===== src/sv/assert_macros.svh =====
// Assertion shorthands for RTL that checks itself; included by cone_approach_distance.
`ifndef ASSERT_MACROS_SVH
`define ASSERT_MACROS_SVH

// Implication checked on every rising clock edge outside reset.
`define ASSERT_IMPLIES(lbl, ante, cons, msg) \
	lbl: assert property (@(posedge clk) disable iff (!arst_n) (ante) |-> (cons)) \
		else $error(msg);

// Implication whose consequence is checked in the cycle after the antecedent.
`define ASSERT_NEXT(lbl, ante, cons, msg) \
	lbl: assert property (@(posedge clk) disable iff (!arst_n) (ante) |=> (cons)) \
		else $error(msg);

`endif


===== src/sv/cad_pkg.sv =====
// ----------------------------------------------------------------------------
// cad_pkg
// Types and constants shared by the cone approach distance block.
// ----------------------------------------------------------------------------
package cad_pkg;

	localparam int CAD_POSITION_BITS = 20;
	localparam int CFG_DATA_W = 44;
	localparam int CFG_INDEX_W = 3;
	localparam int DIR_W = 16;
	localparam int E_W = 23;
	localparam int CUT_W = 51;
	localparam int SQ_W = 64;
	localparam int PERP_W = 32;
	localparam int DIST_W = 24;
	localparam logic [DIST_W-1:0] DIST_MAX = '1;

	typedef enum logic [1:0] {
		ST_VALID = 2'd0,
		ST_NONE  = 2'd1,
		ST_FAIL  = 2'd2
	} status_t;

	typedef enum logic [CFG_INDEX_W-1:0] {
		CFG_MAX_SEP_SQ  = 3'd0,
		CFG_MAX_PROJ    = 3'd1,
		CFG_MIN_PROJ    = 3'd2,
		CFG_TAN_FINE    = 3'd3,
		CFG_TAN_COARSE  = 3'd4,
		CFG_PAD_FINE    = 3'd5,
		CFG_PAD_COARSE  = 3'd6
	} cfg_idx_t;

	typedef struct packed {
		logic [43:0]        max_separation_sq;
		logic signed [19:0] max_projection;
		logic signed [19:0] min_projection;
		logic [15:0]        tan_cone_fine;
		logic [15:0]        tan_cone_coarse;
		logic [15:0]        pad_widths_fine;
		logic [15:0]        pad_widths_coarse;
	} cad_cfg_t;

	// Word handed from the front to the back: status so far, the sum of
	// squared cross magnitudes and the cut.
	typedef struct packed {
		status_t           status;
		logic [SQ_W-1:0]   sq_sum;
		logic [CUT_W-1:0]  cut;
	} cad_word_t;

endpackage


===== src/sv/cad_queue.sv =====
// ----------------------------------------------------------------------------
// cad_queue
// Two-entry queue between the front and the back.
// ----------------------------------------------------------------------------
module cad_queue (
	input  logic               clk,
	input  logic               arst_n,
	input  logic               push,
	input  cad_pkg::cad_word_t push_word,
	input  logic               pop,
	output logic               not_empty,
	output logic               full,
	output cad_pkg::cad_word_t pop_word
);

	cad_pkg::cad_word_t entry_q [2];
	logic               wr_ptr_q, rd_ptr_q;
	logic [1:0]         count_q;

	logic do_pop;
	assign do_pop = pop && (count_q != 2'd0);
	assign not_empty = (count_q != 2'd0);
	assign full = (count_q == 2'd2);
	assign pop_word = entry_q[rd_ptr_q];

	always_ff @(posedge clk) begin
		if (push && !full) begin
			entry_q[wr_ptr_q] <= push_word;
		end
	end

	always_ff @(posedge clk or negedge arst_n) begin
		if (!arst_n) begin
			wr_ptr_q <= 1'b0;
			rd_ptr_q <= 1'b0;
			count_q <= 2'd0;
		end else begin
			if (push && !full) begin
				wr_ptr_q <= !wr_ptr_q;
			end
			if (do_pop) begin
				rd_ptr_q <= !rd_ptr_q;
			end
			count_q <= count_q + 2'((push && !full) ? 1 : 0) - 2'(do_pop ? 1 : 0);
		end
	end

endmodule


===== config.mk =====
export PLATFORM = sky130hd
export DESIGN_NAME = cad_queue
export DESIGN_NICKNAME = d
export VERILOG_FILES = /design/src/sv/assert_macros.svh /design/src/sv/cad_pkg.sv /design/src/sv/cad_queue.sv
export SDC_FILE = /design/constraint.sdc
export NUM_CORES = 1
export LEC_CHECK = 0
export BUFFER_PORTS_ARGS = -buffer_cell sky130_fd_sc_hd__buf_2
export CORE_MARGIN = 5
export CORE_UTILIZATION = 34
export CTS_CLUSTER_DIAMETER = 150
export DETAILED_ROUTE_END_ITERATION = 10
export SLEW_MARGIN = 30
export SYNTH_ARGS = -nofsm -noshare
export SYNTH_HDL_FRONTEND = slang
export SYNTH_SLANG_ARGS = --single-unit

===== constraint.sdc =====
create_clock -name clk -period 7 [get_ports clk]
set_input_delay 1.05 -clock clk [delete_from_list [all_inputs] [get_ports clk]]
set_output_delay 1.05 -clock clk [all_outputs]
set_load 0.1 [all_outputs]

# After elaboration in Yosys (flattened, before gate mapping)
# Memory sizes are Yosys's and may differ from the RTL's.
# Index checks and enable logic that the tools add are counted.
[totals]
ff_bits = 4
ramBits = 234
input_bits = 121
output_inout_bits = 119
memories = 1
[mem_list]
columns = ["memory", "words", "word_bits", "read_ports", "rd_ports_with_merged_regs", "write_ports", "line", "text"]
rows = [
  ["entry_q", 2, 117, 1, 0, 1, "cad_queue.sv:16", "cad_pkg::cad_word_t entry_q [2];"],
]
[classes]
n_addsub = 2
eq_ne = 1
muxes = 4
reduce_logical = 6
[op_table]
columns = ["operator", "n"]
rows = [
  ["$mux W1", 4],
  ["$logic_not A1 Y1", 3],
  ["$add A2 B1 Y2", 1],
  ["$eq A2 B2 Y1 const B", 1],
  ["$logic_and A1 B1 Y1", 2],
  ["$reduce_bool A2 Y1", 1],
  ["$sub A2 B1 Y2", 1],
]

# Depth between registers and ports, before layout
# Gate-level depths: netlist of the first run.
[logic_depth]
ltp_word = 6
depth_mapped = 7

# Worst setup path before layout of the first run
# No wires, ideal clock.
[synth_timing]
path_type = "input-to-reg"
start = "input port push"
end = "memory entry_q[0][0] in the netlist's numbering, enable pin"
setup_ns = 0.594
arrival_time_ns = 6.008
t_required_ns = 6.406
slack_ns = 0.398
stages = 2
path_buffers = 0
cell_sequence = "nand2_1 -> nor2_1"
[synth_via]
elab_chain_len = 3
[synth_rtl]
columns = ["element", "line", "text"]
rows = [
  ["start, declared", "cad_queue.sv:8", "input logic push,"],
  ["$logic_and A1 B1 Y1", "cad_queue.sv:27", "if (push && !full) begin"],
  ["$mux W1", "cad_queue.sv:27", ""],
  ["$mux W1 (not written as such)", "cad_queue.sv:28", "entry_q[wr_ptr_q] <= push_word;"],
  ["end, declared", "cad_queue.sv:16", ""],
]
# No other way between the ends.

==> out/qor.txt, run 1 <==
Max-Cap Viols - 0
IO Pins - 240
Pins Over Slew Limit - 0
Vias - 4,358
fin nets - 764
#FFs+latches synth - 238
DIE AREA - 28,900 µm²
Buf/Inv on CP - 3
async set or reset register ratio after synthesis - 1.68%
GRT Overall Usage - 11.1%
vias in the first global route - 4,695
Residual DRC - 0
crit path max fanout - 43
register area share after synthesis - 81.8%
Cell variety after synth - 16
skew final - 0.0101 ns
achievable frequency - 252 MHz
post-DP HPWL - 11,500 µm
Critical Path AT - 2.92 ns
grt total ovfl - 0
total CTS buffers - 25
CP required - 5.95 ns
routability cong. - 0.724
endpoints failing hold - 0
largest net degree at the start of global routing - 73
die extent in x - 170 µm
Synth Net Count - 505
antenna viol nets, final - 0
fillers - 2,183
Crit path max-delay family - buffers and inverters
later-pin clock latency in the skew report - 0.50 ns
Syn Area/Cell - 22.8 µm²
slew margin rel. - 51.5%
CTS root buffer - clkbuf_16
Non-Filler Instances - 989
Setup Viol. Count Final - 0
startpoint types - flop
clock sink count - 238
Stages on worst setup path - 4
htree depth - 1
hold crit path type - input pin to asynchronous set/reset pin
biggest area consumer among synthesized cells - edfxtp_1
clk buf depth - 3
Reg2Reg Depth - 4
Netlist Area Pre-Place - 8710 µm²
number of port buffers - 239
Commonest cells post-synth - 234 x edfxtp_1, 97 x mux2_2, 20 x mux2_4, 9 x buf_2
critical path's largest stage delay - 0.77 ns
CP cell instances - buf_16, buf_4, mux2_2, buf_2
top-area cell type share of the netlist area - 80.7%
ANT cells - 0
initial antenna violation count - 0
slowest cell on the critical path - dfrtp_4
Area Growth Syn to Fin - 28.2%
most common cell in the netlist - edfxtp_1
Synth area leaders - edfxtp_1 81%, mux2_2 13%, mux2_4 3.4%, dfrtp_1 1.1%, buf_2 0.52%
RSZ-0062 raised after global routing - false
setup TNS - 0 ns
Placed Instances - 943
YS warnings - 0
TritonRoute pass-1 iters - 4
routed length per instance - 17.3 µm
clock slew at reported path FFs - 0.06 ns
die height - 170 µm
min Tclk post-route - 3.97 ns
Initial Util - 34.6%
Period Utilization, post-route - 56.7%
CTS tree - built
Initial DRC Count - 190
Rows - 58
hold_buf cts - 0
Post-synth EDFFs - 234
post-CTS setup repair buffer count - 0
CP Class - flop to output pin
post-DR vias/cell - 4.41
first-pass GRT wire length - 25,500 µm
Core Area - 25,200 µm²
Post-synth top flop - edfxtp_1
# resized after CTS - 0
status - complete, no violations
critical path endpoint category - output pin
final wirelength - 17,100 µm
Mapped Cells - 382
share of cells above drive strength 1 - 61.3%
Slew @ Worst Pin - 0.727 ns
-- metrics by stage --
| stage | utilization, % | hold slack [ns] | worst slack, ns | instance area [µm²] |
|---|---|---|---|---|
| after floorplan | - | 0.461 | 0.398 | 8710 |
| after global placement | 40.8 | 0.495 | 3.39 | 10300 |
| after detailed placement | 40.9 | 0.532 | 3.53 | 10300 |
| after CTS | 44.2 | 0.317 | 2.96 | 11100 |
| after global routing | 44.4 | 0.322 | 2.87 | 11200 |
| final | 44.4 | 0.346 | 3.03 | 11200 |
-- worst paths after layout --
kind	start	endpoint	slack [ns]
worst min-delay path	arst_n	rd_ptr_q	0.35
worst max register to register	count_q[1]	entry_q[1][33]	4.64
worst max-delay path	rd_ptr_q	pop_word[61]	3.03
worst min register to register	count_q[0]	count_q[0]	0.54
max in group asynchronous	arst_n	rd_ptr_q	6.51
min in group clk	count_q[0]	count_q[0]	0.54
-- final cells by class --
cell class	instances	area, µm²	share of cell area (%)
Clock inverter	16	195	1.75
Timing Repair Buffer	245	1280	11.5
Inverter	2	7.51	0.0672
Sequential cell	238	7130	63.8
Multi-Input combinational cell	129	1500	13.4
Tap cell	330	413	3.70
Clock buffer	29	641	5.74
-- worst register-to-register path: cells and delay by family, from the launching register on --
kind	cells	cell delay [ns]
buffers and inverters	2	0.81
flip-flops	1	0.41
AND/OR/NAND/NOR	2	0.77
-- per-layer routing --
| metal | wire length (µm) | share of wire (%) | GRT usage (%) |
|---|---|---|---|
| met3 | 1430 | 8.4 | 3.16 |
| met5 | 0 | 0 | 0 |
| met4 | 447 | 2.6 | 2.95 |
| met2 | 8620 | 50 | 19.5 |
| met1 | 6570 | 38 | 13.5 |
-- kinds of logic (layout without fill, tap and decap cells) --
kind of cell / after synthesis / count (layout) / share of synthesized area (%)
flip-flops: 238 / 238 / 81.8
adder cells (fa/ha/maj): 2 / 2 / 0.287
buffers and inverters: 15 / 292 / 1.12
AND/OR/NAND/NOR: 6 / 6 / 0.374
XOR/XNOR: 4 / 4 / 0.402
multiplexers: 117 / 117 / 16.0
-- sequential cells by signal, indices dropped and copies added, names as in the netlist --
signal,cells
count_q,2
wr_ptr_q,1
rd_ptr_q,1
entry_q,234
-- cell usage in the layout (no fill, tap or decap), drive strengths merged --
cell type	synthesis	routed
dfrtp	4	4
buf	13	245
xor2	1	1
xnor2	3	3
clkinv	0	8
ha	2	2
and2	1	1
clkbuf	0	29
bufinv	0	4
nand2b	1	1
nand2	1	1
inv	2	3
edfxtp	234	234
clkinvlp	0	3
or2	1	1
nor2	1	1
and3	1	1
mux2	117	117
Power of run 1 is left out: the tool's default activity adds up to more than one toggle a clock period on the data nets, which glitch-free logic cannot reach.
==> run 2, diff against run 1 <==
ABC_AREA = 1   (was unset)
clock period = 4.15 ns   (was 7 ns; I/O delays follow)
==> run 2 against run 1 <==
Effect of this change:
- global-route usage is 1.4 points higher
- final cell count is 26% higher
- worst hold slack worse by 0.052 ns
- synthesized cell count is 68% higher
- area after synthesis hardly changed
- core utilization is 0.084 points lower
- die area hardly changed
- wire length is 13% higher
- final area is 0.19% lower
- clock-buffer cell count is 1 higher
- sequential share of layout area is 0.12 points higher
- critical path type unchanged
- largest cell class unchanged
- highest routed layer is now met5
==> out/qor.txt, run 2 <==
CTS tree - built
DIE AREA - 28,900 µm²
total CTS buffers - 26
Initial DRC Count - 319
Period Utilization, post-route - 75.3%
status - complete, no violations
final wirelength - 19,300 µm
Rows - 58
Synth Net Count - 766
clock sink count - 238
TritonRoute pass-1 iters - 4
top flop regs - entry_q x234, count_q x2
Area Growth Syn to Fin - 28.0%
routability cong. - 0.749
top-area cell type share of the netlist area - 80.7%
grt total ovfl - 0
achievable frequency - 320 MHz
Post-synth EDFFs - 234
Post-Synth Simple-Gate Area - 15.9%
initial antenna violation count - 4
CP Class - flop to output pin
htree depth - 1
routed length per instance - 15.6 µm
Netlist Area Pre-Place - 8710 µm²
most frequent cells in the layout - 364 x nand2_1, 239 x buf_2, 234 x edfxtp_1, 27 x clkbuf_16, 9 x clkinv_2
antenna viol nets, final - 0
Post-Synth XOR/XNOR Area - 0%
Initial Util - 34.6%
later-pin clock latency in the skew report - 0.51 ns
Mapped Cells - 643
adder-cell area share of the yosys netlist - 0.287%
Cell variety after synth - 12
Core Area - 25,200 µm²
crit path max fanout - 46
clock slew at reported path FFs - 0.06 ns
fin nets - 1,015
most flop-heavy register - entry_q
YS warnings - 0
fillers - 2,355
post-DR vias/cell - 4.40
Post-synth top flop - edfxtp_1
Syn Area/Cell - 13.5 µm²
Residual DRC - 0
slew margin rel. - 42.9%
mux cell area share after synthesis - 0%
largest family of logic cells by synthesized area - simple AND/OR/NAND/NOR gates
Slew @ Worst Pin - 0.856 ns
register area share after synthesis - 81.8%
endpoints failing hold - 0
startpoint types - flop
Placed Instances - 1,193
Synth area leaders - edfxtp_1 81%, nand2_1 16%, dfrtp_1 1.1%, buf_2 0.63%, clkbuf_1 0.39%
# resized after CTS - 0
vias in the first global route - 5,389
Critical Path AT - 2.50 ns
Non-Filler Instances - 1,243
hold crit path type - input pin to flop
CP required - 3.53 ns
Commonest cells post-synth - 364 x nand2_1, 234 x edfxtp_1, 11 x buf_2, 9 x clkbuf_1, 9 x inv_1
async set or reset register ratio after synthesis - 1.68%
CTS root buffer - clkbuf_16
most common cell in the netlist - nand2_1
share of cells above drive strength 1 - 31.8%
Max-Cap Viols - 0
biggest area consumer among synthesized cells - edfxtp_1
GRT Overall Usage - 12.6%
Pins Over Slew Limit - 0
die height - 170 µm
number of port buffers - 239
commonest non-fill, non-tap cell in the layout - nand2_1
IO Pins - 240
min Tclk post-route - 3.12 ns
post-layout util - 44.3%
Setup Viol. Count Final - 0
die extent in x - 170 µm
RSZ-0062 raised after global routing - false
skew final - 0.00769 ns
critical path endpoint category - output pin
#FFs+latches synth - 238
clk buf depth - 3
Synth Area in Compound Gates - 0%
setup TNS - 0 ns
Vias - 5,475
largest net degree at the start of global routing - 118
first-pass GRT wire length - 29,200 µm
max reg flops - 234
post-DP HPWL - 12,300 µm
run 2: worst paths after layout:
kind / start / to / slack, ns / cells after the start
hold / removal: push_word[91] / entry_q[0][91] / 0.29 / 1
setup / recovery: rd_ptr_q / pop_word[28] / 1.03 / 4
max in group asynchronous: arst_n / rd_ptr_q / 3.56 / 2
hold reg to reg: wr_ptr_q / wr_ptr_q / 0.48 / 2
setup reg to reg: count_q[0] / entry_q[0][61] / 2.11 / 5
min in group asynchronous: arst_n / wr_ptr_q / 0.45 / 2
run 2: kinds of logic after synthesis:
logic type | after synthesis
and+or+nand+nor | 368
DFF | 238
buffers and inverters | 35
adders and majority gates | 2
run 2: repair_timing:
action,in CTS,in global routing
setup buffers,0,0
hold endpoints to repair,4,0
hold buffers,1,0
run 2: layer usage:
layer / wire length (µm) / GRT usage, % / share of wire [%]
met1: 8670 / 17.5 / 45
met2: 8470 / 19.4 / 44
met3: 1730 / 3.62 / 8.9
met4: 442 / 3.33 / 2.3
met5: 34 / 0 / 0.18
run 2: critical path, cell delays in order, from the launching register on:
cell and delay (ns):
dfrtp_4 0.74, buf_4 0.52, nand2_1 0.10, nand2_1 0.12, buf_2 0.43
run 2: area by class of cell:
class                   instances  area (µm²)  area share (%)
inverters                      10        42.5           0.382
well taps                     330         413            3.70
repair buffers                246        1290            11.6
flip-flops and latches        238        7130            64.0
multi-input cells             370        1420            12.7
clock buffers                  30         687            6.16
diodes                          1        2.50          0.0224
clock inverters                18         166            1.49
run 2: metrics by stage:
stage / hold WS (ns) / area [µm²] / worst slack (ns)
6_report: 0.294 / 11100 / 1.03
5_1_grt: 0.268 / 11100 / 0.833
4_1_cts: 0.259 / 11100 / 0.971
3_5_place_dp: 0.437 / 10300 / 1.53
3_3_place_gp: 0.437 / 10300 / 1.54
2_1_floorplan: 0.327 / 8720 / 0.695
Power of run 2 is left out for the same reason.
==> run 3, diff against run 2 <==
ABC_AREA = 0   (was 1)
clock period = 2.8 ns   (was 4.15 ns; I/O delays follow)
==> run 3 against run 2 <==
Effect of this change:
- final area shrank 0.35%
- register-to-register slack lost 1.1 ns
- non-clock buffer count increased by 1
- critical path depth is 1 lower
- clock skew down 0.00055 ns
- worst hold slack got worse by 0.19 ns
- worst setup slack worse by 0.76 ns
- global-route usage fell by 1.3 points
- wire length down 10%
- final cell count down 21%
- largest cell class unchanged
==> out/qor.txt, run 3 (synthesis results as in run 1) <==
total CTS buffers - 24
DIE AREA - 28,900 µm²
most flop-heavy register - entry_q
vias in the first global route - 4,738
slowest cell on the critical path - dfrtp_4
TritonRoute pass-1 iters - 4
Pins Over Slew Limit - 0
status - complete, no violations
routed length per instance - 17.6 µm
clk buf depth - 3
htree depth - 1
Initial Util - 34.6%
fin nets - 765
initial antenna violation count - 0
post-CTS setup repair buffer count - 0
skew final - 0.00714 ns
CTS tree - built
hold crit path type - input pin to flop
grt total ovfl - 0
die extent in x - 170 µm
startpoint types - flop
crit path max fanout - 63
slew margin rel. - 51.9%
endpoints failing hold - 0
ANT cells - 0
Setup Viol. Count Final - 0
fillers - 2,251
min Tclk post-route - 2.53 ns
post-DR vias/cell - 4.41
die height - 170 µm
Residual DRC - 0
CP required - 2.38 ns
commonest non-fill, non-tap cell in the layout - buf_2
post-DP HPWL - 11,800 µm
later-pin clock latency in the skew report - 0.50 ns
max reg flops - 234
clock slew at reported path FFs - 0.06 ns
Area Growth Syn to Fin - 27.6%
Vias - 4,362
GRT Overall Usage - 11.3%
Core Area - 25,200 µm²
achievable frequency - 395 MHz
Max-Cap Viols - 0
share of cells above drive strength 1 - 60.8%
Period Utilization, post-route - 90.4%
Slew @ Worst Pin - 0.721 ns
CTS root buffer - clkbuf_16
top flop regs - entry_q x234, count_q x2
CP Class - flop to output pin
Rows - 58
critical path's largest stage delay - 0.49 ns
largest net degree at the start of global routing - 118
Initial DRC Count - 292
IO Pins - 240
first-pass GRT wire length - 26,000 µm
# resized after CTS - 0
setup TNS - 0 ns
CP cell instances - buf_12, mux2_2, buf_2
routability cong. - 0.759
most frequent cells in the layout - 239 x buf_2, 234 x edfxtp_1, 97 x mux2_2, 25 x clkbuf_16, 20 x mux2_4
clock sink count - 238
RSZ-0062 raised after global routing - false
number of port buffers - 239
antenna viol nets, final - 0
final wirelength - 17,400 µm
Critical Path AT - 2.11 ns
critical path endpoint category - output pin
==> run 3: final timing paths <==
check | cells after the start | slack [ns] | start | end
max in group asynchronous | 2 | 2.38 | arst_n | rd_ptr_q
max reg2reg | 4 | 0.98 | count_q[1] | entry_q[0][60]
min reg2reg | 1 | 0.53 | count_q[0] | count_q[0]
max | 3 | 0.27 | rd_ptr_q | pop_word[74]
min | 1 | 0.10 | push_word[77] | entry_q[0][77]
min in group asynchronous | 2 | 0.28 | arst_n | wr_ptr_q
==> run 3: area by class of cell <==
type                    instances  area, µm²  share of cell area (%)
multi-input cells             129       1500                    13.5
inverters                       2       7.51                  0.0676
clock inverters                 7       36.3                   0.327
repair buffers                247       1320                    11.9
well taps                     330        413                    3.72
flip-flops and latches        238       7130                    64.2
clock buffers                  35        703                    6.33
==> run 3: worst max-delay path, delay by kind of cell (launching register included) <==
kind / cells / cell delay [ns]
buffers and inverters: 2 / 0.62
flip-flops: 1 / 0.49
multiplexers: 1 / 0.41
==> run 3: through the flow <==
stage | hold WS [ns] | util, % | cell area (µm²) | worst slack (ns) | instances
CTS | 0.0651 | 44.1 | 11100 | 0.250 | 988
global route | 0.0647 | 44.1 | 11100 | 0.179 | 988
global placement | 0.232 | 41.1 | 10400 | 0.843 | 945
detailed placement | 0.238 | 41.1 | 10400 | 0.808 | 945
floorplan | 0.124 | - | 8720 | 0.0271 | 382
finish | 0.100 | 44.1 | 11100 | 0.270 | 988
==> run 3: repair_timing <==
action                     in CTS  in global routing
hold endpoints to repair        4                  0
setup endpoints to repair       0                  0
hold buffers                    1                  0
==> run 3: layer usage <==
layer | GRT usage [%] | share of wire, % | vias to the layer above
met5 | 0 | 0 | -
met4 | 2.92 | 1.4 | 0
met3 | 3.16 | 8.6 | 24
met2 | 18.8 | 48 | 163
met1 | 14.7 | 42 | 2134
li1 | - | - | 2041
Power of run 3 is left out for the same reason.
